--- src/sv/cspp_pkg.sv ---
// Shared types, constants and cube arithmetic for the star-product pair merger.
package cspp_pkg;

  // Store geometry
  localparam int MAX_CUBES = 8;
  localparam int IDX_W     = $clog2(MAX_CUBES);
  localparam int CNT_W     = $clog2(MAX_CUBES + 1);
  localparam int MAX_VARS  = 16;
  localparam int POS_FIT   = 16;
  localparam int CUBE_W    = 2 * POS_FIT;
  localparam int VAR_W     = 5;

  // Position codes
  localparam logic [1:0] CODE_ZERO = 2'b00;
  localparam logic [1:0] CODE_ONE  = 2'b01;
  localparam logic [1:0] CODE_DC   = 2'b10;
  localparam logic [1:0] CODE_CONF = 2'b11;

  // Effective position limit
  localparam int POS_LIMIT = (MAX_VARS < POS_FIT) ? MAX_VARS : POS_FIT;

  typedef enum logic [1:0] {
    KIND_PAIR   = 2'd0,
    KIND_UNUSED = 2'd1,
    KIND_NOTICE = 2'd2
  } kind_t;

  typedef struct packed {
    logic [CUBE_W-1:0] cube_bits;
    logic              last_cube;
  } cube_in_t;

  typedef struct packed {
    kind_t             kind;
    logic [2:0]        first_index;
    logic [2:0]        second_index;
    logic [CUBE_W-1:0] product_bits;
    logic              last_result;
  } result_t;

  // Command handed from front to back through the queue
  typedef struct packed {
    logic [CUBE_W-1:0] cube_bits;
    logic              last_cube;
    logic              keep;
    logic [IDX_W-1:0]  slot;
    logic [CNT_W-1:0]  count;
  } cmd_t;

  typedef enum logic [2:0] {
    S_IDLE,
    S_PAIR_RD,
    S_PAIR_EV,
    S_UNU_RD,
    S_UNU_EV,
    S_NOTE
  } back_state_t;

  // Number of positions in use
  function automatic logic [VAR_W-1:0] active_pos(input logic [VAR_W-1:0] var_count);
    return (var_count > VAR_W'(POS_LIMIT)) ? VAR_W'(POS_LIMIT) : var_count;
  endfunction

  // Code at one position; 11 reads as don't-care
  function automatic logic [1:0] code_at(input logic [CUBE_W-1:0] c, input int p);
    logic [1:0] v;
    v = c[2*p +: 2];
    return (v == CODE_CONF) ? CODE_DC : v;
  endfunction

  function automatic logic [CUBE_W-1:0] normalize(input logic [CUBE_W-1:0] c,
                                                  input logic [VAR_W-1:0] n);
    logic [CUBE_W-1:0] r;
    r = '0;
    for (int p = 0; p < POS_FIT; p++) begin
      if (VAR_W'(p) < n) r[2*p +: 2] = code_at(c, p);
    end
    return r;
  endfunction

  // Position-wise star product
  function automatic logic [CUBE_W-1:0] star_product(input logic [CUBE_W-1:0] a,
                                                     input logic [CUBE_W-1:0] b,
                                                     input logic [VAR_W-1:0] n);
    logic [CUBE_W-1:0] r;
    logic [1:0]        x;
    logic [1:0]        y;
    logic [1:0]        z;
    r = '0;
    for (int p = 0; p < POS_FIT; p++) begin
      x = code_at(a, p);
      y = code_at(b, p);
      if (x == CODE_DC)      z = y;
      else if (y == CODE_DC) z = x;
      else if (x == y)       z = x;
      else                   z = CODE_CONF;
      if (VAR_W'(p) < n) r[2*p +: 2] = z;
    end
    return r;
  endfunction

  // One bit per active position holding a 0/1 conflict
  function automatic logic [POS_FIT-1:0] conflict_mask(input logic [CUBE_W-1:0] a,
                                                       input logic [CUBE_W-1:0] b,
                                                       input logic [VAR_W-1:0] n);
    logic [POS_FIT-1:0] m;
    logic [1:0]         x;
    logic [1:0]         y;
    m = '0;
    for (int p = 0; p < POS_FIT; p++) begin
      x = code_at(a, p);
      y = code_at(b, p);
      m[p] = (VAR_W'(p) < n) && (x != CODE_DC) && (y != CODE_DC) && (x != y);
    end
    return m;
  endfunction

endpackage

--- src/sv/cspp_front.sv ---
// Input side: accepts cubes and tags each with its store slot and running count.
module cspp_front (
  input  logic              clk,
  input  logic              rst_n,
  input  logic              in_valid,
  output logic              in_stall,
  input  cspp_pkg::cube_in_t in_item,
  input  logic              q_full,
  output logic              q_wr,
  output cspp_pkg::cmd_t    q_data
);
  import cspp_pkg::*;

  logic [CNT_W-1:0] count_r;
  logic [CNT_W-1:0] count_nxt;
  logic             keep;

  assign in_stall = q_full;
  assign q_wr     = in_valid && !q_full;
  assign keep     = count_r < CNT_W'(MAX_CUBES);

  // Classify: store or drop, and the count once this cube is in
  always_comb begin
    q_data.cube_bits = in_item.cube_bits;
    q_data.last_cube = in_item.last_cube;
    q_data.keep      = keep;
    q_data.slot      = count_r[IDX_W-1:0];
    q_data.count     = keep ? count_r + CNT_W'(1) : count_r;
    count_nxt        = count_r;
    if (q_wr) count_nxt = in_item.last_cube ? '0 : q_data.count;
  end

  always_ff @(posedge clk) begin
    if (!rst_n) begin
      count_r <= '0;
    end else begin
      count_r <= count_nxt;
    end
  end

endmodule

--- src/sv/cspp_queue.sv ---
// Two-entry command queue between front and back.
module cspp_queue (
  input  logic           clk,
  input  logic           rst_n,
  input  logic           wr_en,
  input  cspp_pkg::cmd_t wr_data,
  output logic           full,
  input  logic           rd_en,
  output cspp_pkg::cmd_t rd_data,
  output logic           empty
);
  import cspp_pkg::*;

  cmd_t       entries_r [2];
  logic       wr_ptr_r;
  logic       rd_ptr_r;
  logic [1:0] fill_r;

  assign full    = fill_r == 2'd2;
  assign empty   = fill_r == 2'd0;
  assign rd_data = entries_r[rd_ptr_r];

  // Pointers and fill level
  always_ff @(posedge clk) begin
    if (!rst_n) begin
      wr_ptr_r <= 1'b0;
      rd_ptr_r <= 1'b0;
      fill_r   <= '0;
    end else begin
      if (wr_en && !full) wr_ptr_r <= !wr_ptr_r;
      if (rd_en && !empty) rd_ptr_r <= !rd_ptr_r;
      case ({wr_en && !full, rd_en && !empty})
        2'b10:   fill_r <= fill_r + 2'd1;
        2'b01:   fill_r <= fill_r - 2'd1;
        default: fill_r <= fill_r;
      endcase
    end
  end

  // Payload storage
  always_ff @(posedge clk) begin
    if (wr_en && !full) entries_r[wr_ptr_r] <= wr_data;
  end

endmodule

--- src/sv/cspp_back.sv ---
// Execution side: cube store, pair evaluation, unused scan and result register.
module cspp_back (
  input  logic                          clk,
  input  logic                          rst_n,
  input  logic [cspp_pkg::VAR_W-1:0]    var_count,
  input  cspp_pkg::cmd_t                q_data,
  input  logic                          q_empty,
  output logic                          q_rd,
  output logic                          out_valid,
  input  logic                          out_stall,
  output cspp_pkg::result_t             out_result
);
  import cspp_pkg::*;

  back_state_t          state_r, state_nxt;
  logic [IDX_W-1:0]     i_r, i_nxt;
  logic [IDX_W-1:0]     j_r, j_nxt;
  logic [CNT_W-1:0]     count_r, count_nxt;
  logic [MAX_CUBES-1:0] used_r, used_nxt;
  logic                 any_r, any_nxt;
  logic                 out_valid_r, out_valid_nxt;
  result_t              out_r, out_nxt;

  logic [CUBE_W-1:0]    mem [MAX_CUBES];
  logic [CUBE_W-1:0]    rda_r;
  logic [CUBE_W-1:0]    rdb_r;
  logic                 mem_we;

  logic [VAR_W-1:0]     npos;
  logic [CUBE_W-1:0]    prod;
  logic [CUBE_W-1:0]    norm;
  logic                 pair_ok;
  logic                 slot_free;
  logic                 is_unused;
  logic                 later_unused;

  assign out_valid  = out_valid_r;
  assign out_result = out_r;

  // Cube arithmetic on the registered read data
  assign npos      = active_pos(var_count);
  assign prod      = star_product(rda_r, rdb_r, npos);
  assign norm      = normalize(rda_r, npos);
  assign pair_ok   = $onehot0(conflict_mask(rda_r, rdb_r, npos));
  assign slot_free = !out_valid_r || !out_stall;
  assign is_unused = !used_r[i_r];
  assign q_rd      = (state_r == S_IDLE) && !q_empty;

  // Any unused cube after the current scan index
  always_comb begin
    later_unused = 1'b0;
    for (int k = 0; k < MAX_CUBES; k++) begin
      if (IDX_W'(k) > i_r && CNT_W'(k) < count_r && !used_r[k]) later_unused = 1'b1;
    end
  end

  // Sequencer
  always_comb begin
    state_nxt     = state_r;
    i_nxt         = i_r;
    j_nxt         = j_r;
    count_nxt     = count_r;
    used_nxt      = used_r;
    any_nxt       = any_r;
    out_valid_nxt = out_valid_r && out_stall;
    out_nxt       = out_r;
    mem_we        = 1'b0;
    case (state_r)
      S_IDLE: begin
        if (!q_empty) begin
          mem_we    = q_data.keep;
          count_nxt = q_data.count;
          if (q_data.last_cube) begin
            i_nxt     = '0;
            j_nxt     = IDX_W'(1);
            any_nxt   = 1'b0;
            state_nxt = (q_data.count < CNT_W'(2)) ? S_UNU_RD : S_PAIR_RD;
          end
        end
      end
      S_PAIR_RD: state_nxt = S_PAIR_EV;
      S_PAIR_EV: begin
        if (!pair_ok || slot_free) begin
          if (pair_ok) begin
            out_valid_nxt        = 1'b1;
            out_nxt.kind         = KIND_PAIR;
            out_nxt.first_index  = 3'(i_r);
            out_nxt.second_index = 3'(j_r);
            out_nxt.product_bits = prod;
            out_nxt.last_result  = 1'b0;
            used_nxt[i_r]        = 1'b1;
            used_nxt[j_r]        = 1'b1;
          end
          if ({1'b0, j_r} + CNT_W'(1) < count_r) begin
            j_nxt     = j_r + IDX_W'(1);
            state_nxt = S_PAIR_RD;
          end else if ({1'b0, i_r} + CNT_W'(2) < count_r) begin
            i_nxt     = i_r + IDX_W'(1);
            j_nxt     = i_r + IDX_W'(2);
            state_nxt = S_PAIR_RD;
          end else begin
            i_nxt     = '0;
            state_nxt = S_UNU_RD;
          end
        end
      end
      S_UNU_RD: state_nxt = S_UNU_EV;
      S_UNU_EV: begin
        if (!is_unused || slot_free) begin
          if (is_unused) begin
            out_valid_nxt        = 1'b1;
            out_nxt.kind         = KIND_UNUSED;
            out_nxt.first_index  = 3'(i_r);
            out_nxt.second_index = '0;
            out_nxt.product_bits = norm;
            out_nxt.last_result  = !later_unused;
            any_nxt              = 1'b1;
          end
          if ({1'b0, i_r} + CNT_W'(1) < count_r) begin
            i_nxt     = i_r + IDX_W'(1);
            state_nxt = S_UNU_RD;
          end else if (any_r || is_unused) begin
            used_nxt  = '0;
            state_nxt = S_IDLE;
          end else begin
            state_nxt = S_NOTE;
          end
        end
      end
      S_NOTE: begin
        if (slot_free) begin
          out_valid_nxt        = 1'b1;
          out_nxt.kind         = KIND_NOTICE;
          out_nxt.first_index  = '0;
          out_nxt.second_index = '0;
          out_nxt.product_bits = '0;
          out_nxt.last_result  = 1'b1;
          used_nxt             = '0;
          state_nxt            = S_IDLE;
        end
      end
      default: state_nxt = S_IDLE;
    endcase
  end

  // Control registers
  always_ff @(posedge clk) begin
    if (!rst_n) begin
      state_r     <= S_IDLE;
      i_r         <= '0;
      j_r         <= '0;
      count_r     <= '0;
      used_r      <= '0;
      any_r       <= 1'b0;
      out_valid_r <= 1'b0;
    end else begin
      state_r     <= state_nxt;
      i_r         <= i_nxt;
      j_r         <= j_nxt;
      count_r     <= count_nxt;
      used_r      <= used_nxt;
      any_r       <= any_nxt;
      out_valid_r <= out_valid_nxt;
    end
  end

  // Result payload
  always_ff @(posedge clk) begin
    out_r <= out_nxt;
  end

  // Cube store: one write port, two registered read ports
  always_ff @(posedge clk) begin
    if (mem_we) mem[q_data.slot] <= q_data.cube_bits;
    rda_r <= mem[i_r];
    rdb_r <= mem[j_r];
  end

  // Pair indices stay ordered during evaluation
  a_pair_order: assert property (@(posedge clk) disable iff (!rst_n)
    (state_r == S_PAIR_EV) |-> (j_r > i_r))
    else $error("pair index order broken");

  // A run always has at least one stored cube
  a_run_count: assert property (@(posedge clk) disable iff (!rst_n)
    (state_r != S_IDLE) |-> (count_r != '0))
    else $error("run started with an empty store");

  // Used flags are clear between runs
  a_used_clear: assert property (@(posedge clk) disable iff (!rst_n)
    (state_r == S_IDLE) |-> (used_r == '0))
    else $error("used flags left over from a previous run");

  // The all-used notice always closes a run
  a_notice_last: assert property (@(posedge clk) disable iff (!rst_n)
    (out_valid_r && out_r.kind == KIND_NOTICE) |-> out_r.last_result)
    else $error("notice without last mark");

  // Each unused-scan evaluation follows a store read or waits on the result slot
  a_scan_follows: assert property (@(posedge clk) disable iff (!rst_n)
    (state_r == S_UNU_EV && $past(state_r) != S_UNU_RD) |-> $past(state_r) == S_UNU_EV)
    else $error("unused scan entered without a read");

endmodule

--- src/sv/cube_star_product_pairs.sv ---
// Top level of the ternary-cube star-product pair merger.
// Cubes are taken one per cycle, while the queue is not full, into a
// two-entry queue and stored one per cycle by the back end while it is idle;
// a cube beyond eight is dropped. The cube marked last starts a run: each
// pair i<j is read from the store's read ports and then evaluated, then each
// stored cube is read and evaluated in the unused scan, and an all-used
// notice follows when no cube is left unused; new cubes queue up meanwhile.
// var_count may be written only while no run is active.
module cube_star_product_pairs (
  input  logic                       clk,
  input  logic                       rst_n,
  input  logic                       in_valid,
  output logic                       in_stall,
  input  cspp_pkg::cube_in_t         in_item,
  output logic                       out_valid,
  input  logic                       out_stall,
  output cspp_pkg::result_t          out_result,
  input  logic                       cfg_wr_en,
  input  logic [cspp_pkg::VAR_W-1:0] cfg_wr_data
);
  import cspp_pkg::*;

  logic [VAR_W-1:0] var_count_r;
  logic             q_wr;
  logic             q_full;
  logic             q_rd;
  logic             q_empty;
  cmd_t             q_in;
  cmd_t             q_out;

  // Configuration register
  always_ff @(posedge clk) begin
    if (!rst_n) begin
      var_count_r <= VAR_W'(16);
    end else if (cfg_wr_en) begin
      var_count_r <= cfg_wr_data;
    end
  end

  cspp_front u_front (
    .clk      (clk),
    .rst_n    (rst_n),
    .in_valid (in_valid),
    .in_stall (in_stall),
    .in_item  (in_item),
    .q_full   (q_full),
    .q_wr     (q_wr),
    .q_data   (q_in)
  );

  cspp_queue u_queue (
    .clk     (clk),
    .rst_n   (rst_n),
    .wr_en   (q_wr),
    .wr_data (q_in),
    .full    (q_full),
    .rd_en   (q_rd),
    .rd_data (q_out),
    .empty   (q_empty)
  );

  cspp_back u_back (
    .clk        (clk),
    .rst_n      (rst_n),
    .var_count  (var_count_r),
    .q_data     (q_out),
    .q_empty    (q_empty),
    .q_rd       (q_rd),
    .out_valid  (out_valid),
    .out_stall  (out_stall),
    .out_result (out_result)
  );

endmodule
--- config.mk ---
export PLATFORM = sky130hd
export DESIGN_NAME = cube_star_product_pairs
export DESIGN_NICKNAME = d
export VERILOG_FILES = /design/src/sv/cspp_pkg.sv /design/src/sv/cspp_front.sv /design/src/sv/cspp_queue.sv /design/src/sv/cspp_back.sv /design/src/sv/cube_star_product_pairs.sv
export SDC_FILE = /design/constraint.sdc
export NUM_CORES = 1
export LEC_CHECK = 0
export BUFFER_PORTS_ARGS = -buffer_cell sky130_fd_sc_hd__buf_2
export CORE_MARGIN = 3
export CORE_UTILIZATION = 54
export DETAILED_ROUTE_END_ITERATION = 10
export GPL_TIMING_DRIVEN = 1
export PLACE_DENSITY = 0.72
export SYNTH_ARGS = -nofsm -noshare
export SYNTH_HDL_FRONTEND = slang
export SYNTH_SLANG_ARGS = --single-unit
--- constraint.sdc ---
create_clock -name clk -period 7.27 [get_ports clk]
set_input_delay 1.454 -clock clk [delete_from_list [all_inputs] [get_ports clk]]
set_output_delay 1.454 -clock clk [all_outputs]
set_load 0.03 [all_outputs]
==> flow_summary.toml <==
[critical_path]
arrival_ns = 6.57
critPathCaptureType = "register"
rr_worst_depth = 19
cp.buffers_inverters = 3
critical_path_class = "register to register"
cp.required_ns = 7.75
path_depth = 19
slowest_delay_ns = 0.73
crit_family = "adder cells"
worstPathCellList = "a31oi_1 > o21bai_1 > nor4_1 > ha_1 > inv_1 > fa_1 > fa_1 > fa_1 > fa_1 > inv_1 > ha_1 > inv_1 > fa_1 > nor2_1 > a31o_1 > a21oi_1 > or4_1 > o21a_4 > and2_1"
worst_path_max_delay_cell = "or4_1"
critical_path.most_common_cell = "fa_1"
critPathLaunchType = "register"
cp_max_fo = 12

[logic_synthesis]
synth_top_cell_by_area = "edfxtp_1"
syn_inst = 1440
synth_flop_cell = "edfxtp_1"
async_flop_share = 0
ys_warn_count = 0
synth_top_area_frac = 0.556
yosysSeqAreaShare = 0.655
synth_area_sq_um = 20500
synth_common_cells = "379 x edfxtp_1, 147 x nand2_1, 132 x a22oi_1"
synth_top_cells_by_area = "edfxtp_1 56%, dfxtp_1 9.9%, mux4_2 7.3%"
synth-seq-cells = 480
synth_edf_count = 379
syn_area_per_cell_sq_um = 14.2
synth_cell_type_count = 64
yosysMostFrequentCell = "edfxtp_1"
syn_nets = 1528

[sta]
clock.fmax_mhz = 164
slew_headroom = 0.279
holdWs_ns = 0.505
finalCriticalPeriod_ns = 6.08
fin_ws_ns = 1.19
worstMarginPinSlew_ns = 1.08
finalSetupViolations = 0
fin_worst_skew_ns = 0.0204
hold_violations = 0
setup_tns_ns = 0
slew_viol_final = 0
fin_crit_sh = 0.837
rsz0062_at_grt = "false"

[routing]
wl_per_cell_um = 24.5
ant_nets = 0
routed_wl_um = 50600
vias_per_cell = 6.37
vias = 13135
drt_iter0_drc = 1340
first_pass_iters = 5
drc = 0

[global_route]
grt_pass1_vias = 13157
antenna_found_initial = 1
use_met3 = 0.0637
grt_pass1_wl_um = 77500
grt_overflow = 0
grt.total_usage = 0.251
top_usage_layer = "met2"
grt_max_degree = 52
use_met1 = 0.349
grtUsageMet2 = 0.388

[power]
switching_share = 0.303
p_clk_frac = 0.300
p_leak_nw = 7.91
power_frac_seq = 0.478
power.density_nw_per_um2 = 348
total_power_mw = 8.01
ir_worst_vdd_v = 0.000221
p_comb_frac = 0.222
power.internal_mw = 5.59
p_switching_mw = 2.42

[cts]
htree_levels = 2
root_buffer = "clkbuf_16"
ctsResizeCount = 0
cts_buffer_depth = 3
post_cts_buffers = 0
clk_pin_slew_ns = 0.06
holdBufCountCts = 0
cts_made_buffers = 48
cts_tree = "built"
cts.sinks = 480
clk_latency_ns = 0.58

[die]
core-area_sq_um = 37000
rows = 70
die_w_um = 201
ios = 86
dieArea_sq_um = 40300
die_h_um = 201
initial_core_util = 0.554

[placement]
gp_congestion = 0.941
portBuffers = 85
placed_cell_area_sq_um = 21500
hpwl_um = 30100
pre_cts_ws_ns = 1.26

[worst_hold_path]
hp-class = "register to register"
hold_path_depth = 2

[cells_and_area]
drive_gt1_frac = 0.198
antenna-diode-count = 0
seqCellArea_sq_um = 13400
multiInputGateArea_sq_um = 6660
final_area_sq_um = 23000
syn_to_final_growth_pct = 12.5
fillerInstances = 2737
nets = 1608

[flow_run]
cap_violations = 0

[status]
status = "complete, no violations"
==> flip-flops by register name, summed over array words and instances, names as in the netlist, named ones only <==
| signal | cells |
|---|---|
| u_back.mem | 256 |
| u_back.rda_r | 32 |
| u_back.any_r | 1 |
| u_back.used_r | 8 |
| u_queue.entries_r | 82 |
| u_back.rdb_r | 32 |
| u_back.count_r | 4 |
| u_queue.wr_ptr_r | 1 |
| u_front.count_r | 4 |
| u_back.out_valid | 1 |
| u_queue.fill_r | 2 |
| u_back.state_r | 3 |
| var_count_r | 5 |
| u_back.out_result | 41 |
| u_queue.rd_ptr_r | 1 |
| u_back.j_r | 3 |
| u_back.i_r | 3 |
==> power by group through the flow <==
stage / registers (mW) / clock network, mW / logic [mW]
floorplan: 3.87 / 0 / 1.17
global placement: 3.86 / 0 / 1.72
detailed placement: 3.88 / 0 / 1.77
CTS: 3.82 / 2.44 / 1.77
global route: 3.87 / 2.56 / 1.96
finish: 3.83 / 2.40 / 1.78
==> worst paths after layout <==
kind                           from               end  slack, ns
setup / recovery     var_count_r[2]  u_back.used_r[2]       1.19
hold / removal    u_back.mem[0][22]  u_back.rdb_r[22]       0.51
setup reg to reg     var_count_r[2]  u_back.used_r[2]       1.19
hold reg to reg   u_back.mem[0][22]  u_back.rdb_r[22]       0.51
==> metal layers <==
metal | vias up | wire length [um]
met4 | 2 | 1600
met5 | - | 13
met2 | 773 | 23300
met3 | 124 | 5360
li1 | 5748 | -
met1 | 6488 | 20300
==> cells by family (layout without fill, tap and decap cells) <==
logic type | count (synthesis) | in the layout | synth area share
DFF | 480 | 480 | 0.655
buffers and inverters | 128 | 247 | 0.0236
adders and majority gates | 45 | 45 | 0.0315
and+or+nand+nor | 381 | 381 | 0.0897
AOI/OAI and AO/OA | 271 | 271 | 0.0929
muxes | 112 | 112 | 0.0977
xor gates and xnor gates | 23 | 23 | 0.00984
==> cell type report <==
| type | instances | share of cell area |
|---|---|---|
| tap | 504 | 0.0274 |
| multi-input combinational | 832 | 0.289 |
| clock buffer | 68 | 0.0576 |
| timing repair buffer | 112 | 0.0273 |
| clock inverter | 21 | 0.00923 |
| inverter | 46 | 0.00750 |
| sequential | 480 | 0.582 |
==> tightest hold or removal path, cell delays in order, from the launching register on <==
cell	delay [ns]
edfxtp_1	0.34
a22oi_1	0.07
nand4_1	0.07
==> cells in the final DEF, fill, tap and decap left out, types with 41 or more instances in the layout <==
cell type / instances
inv_1: 41
a21oi_1: 54
nand2_1: 147
dfxtp_1: 98
mux4_2: 66
buf_2: 85
nor2_1: 69
edfxtp_1: 379
a22oi_1: 132
clkbuf_16: 48
==> metrics by stage <==
stage,utilization,cells
after floorplan,-,1440
after global placement,0.582,1974
after detailed placement,0.582,1974
after CTS,0.623,2063
after global routing,0.623,2063
final,0.623,2063
(Power assumes the default switching activity.)
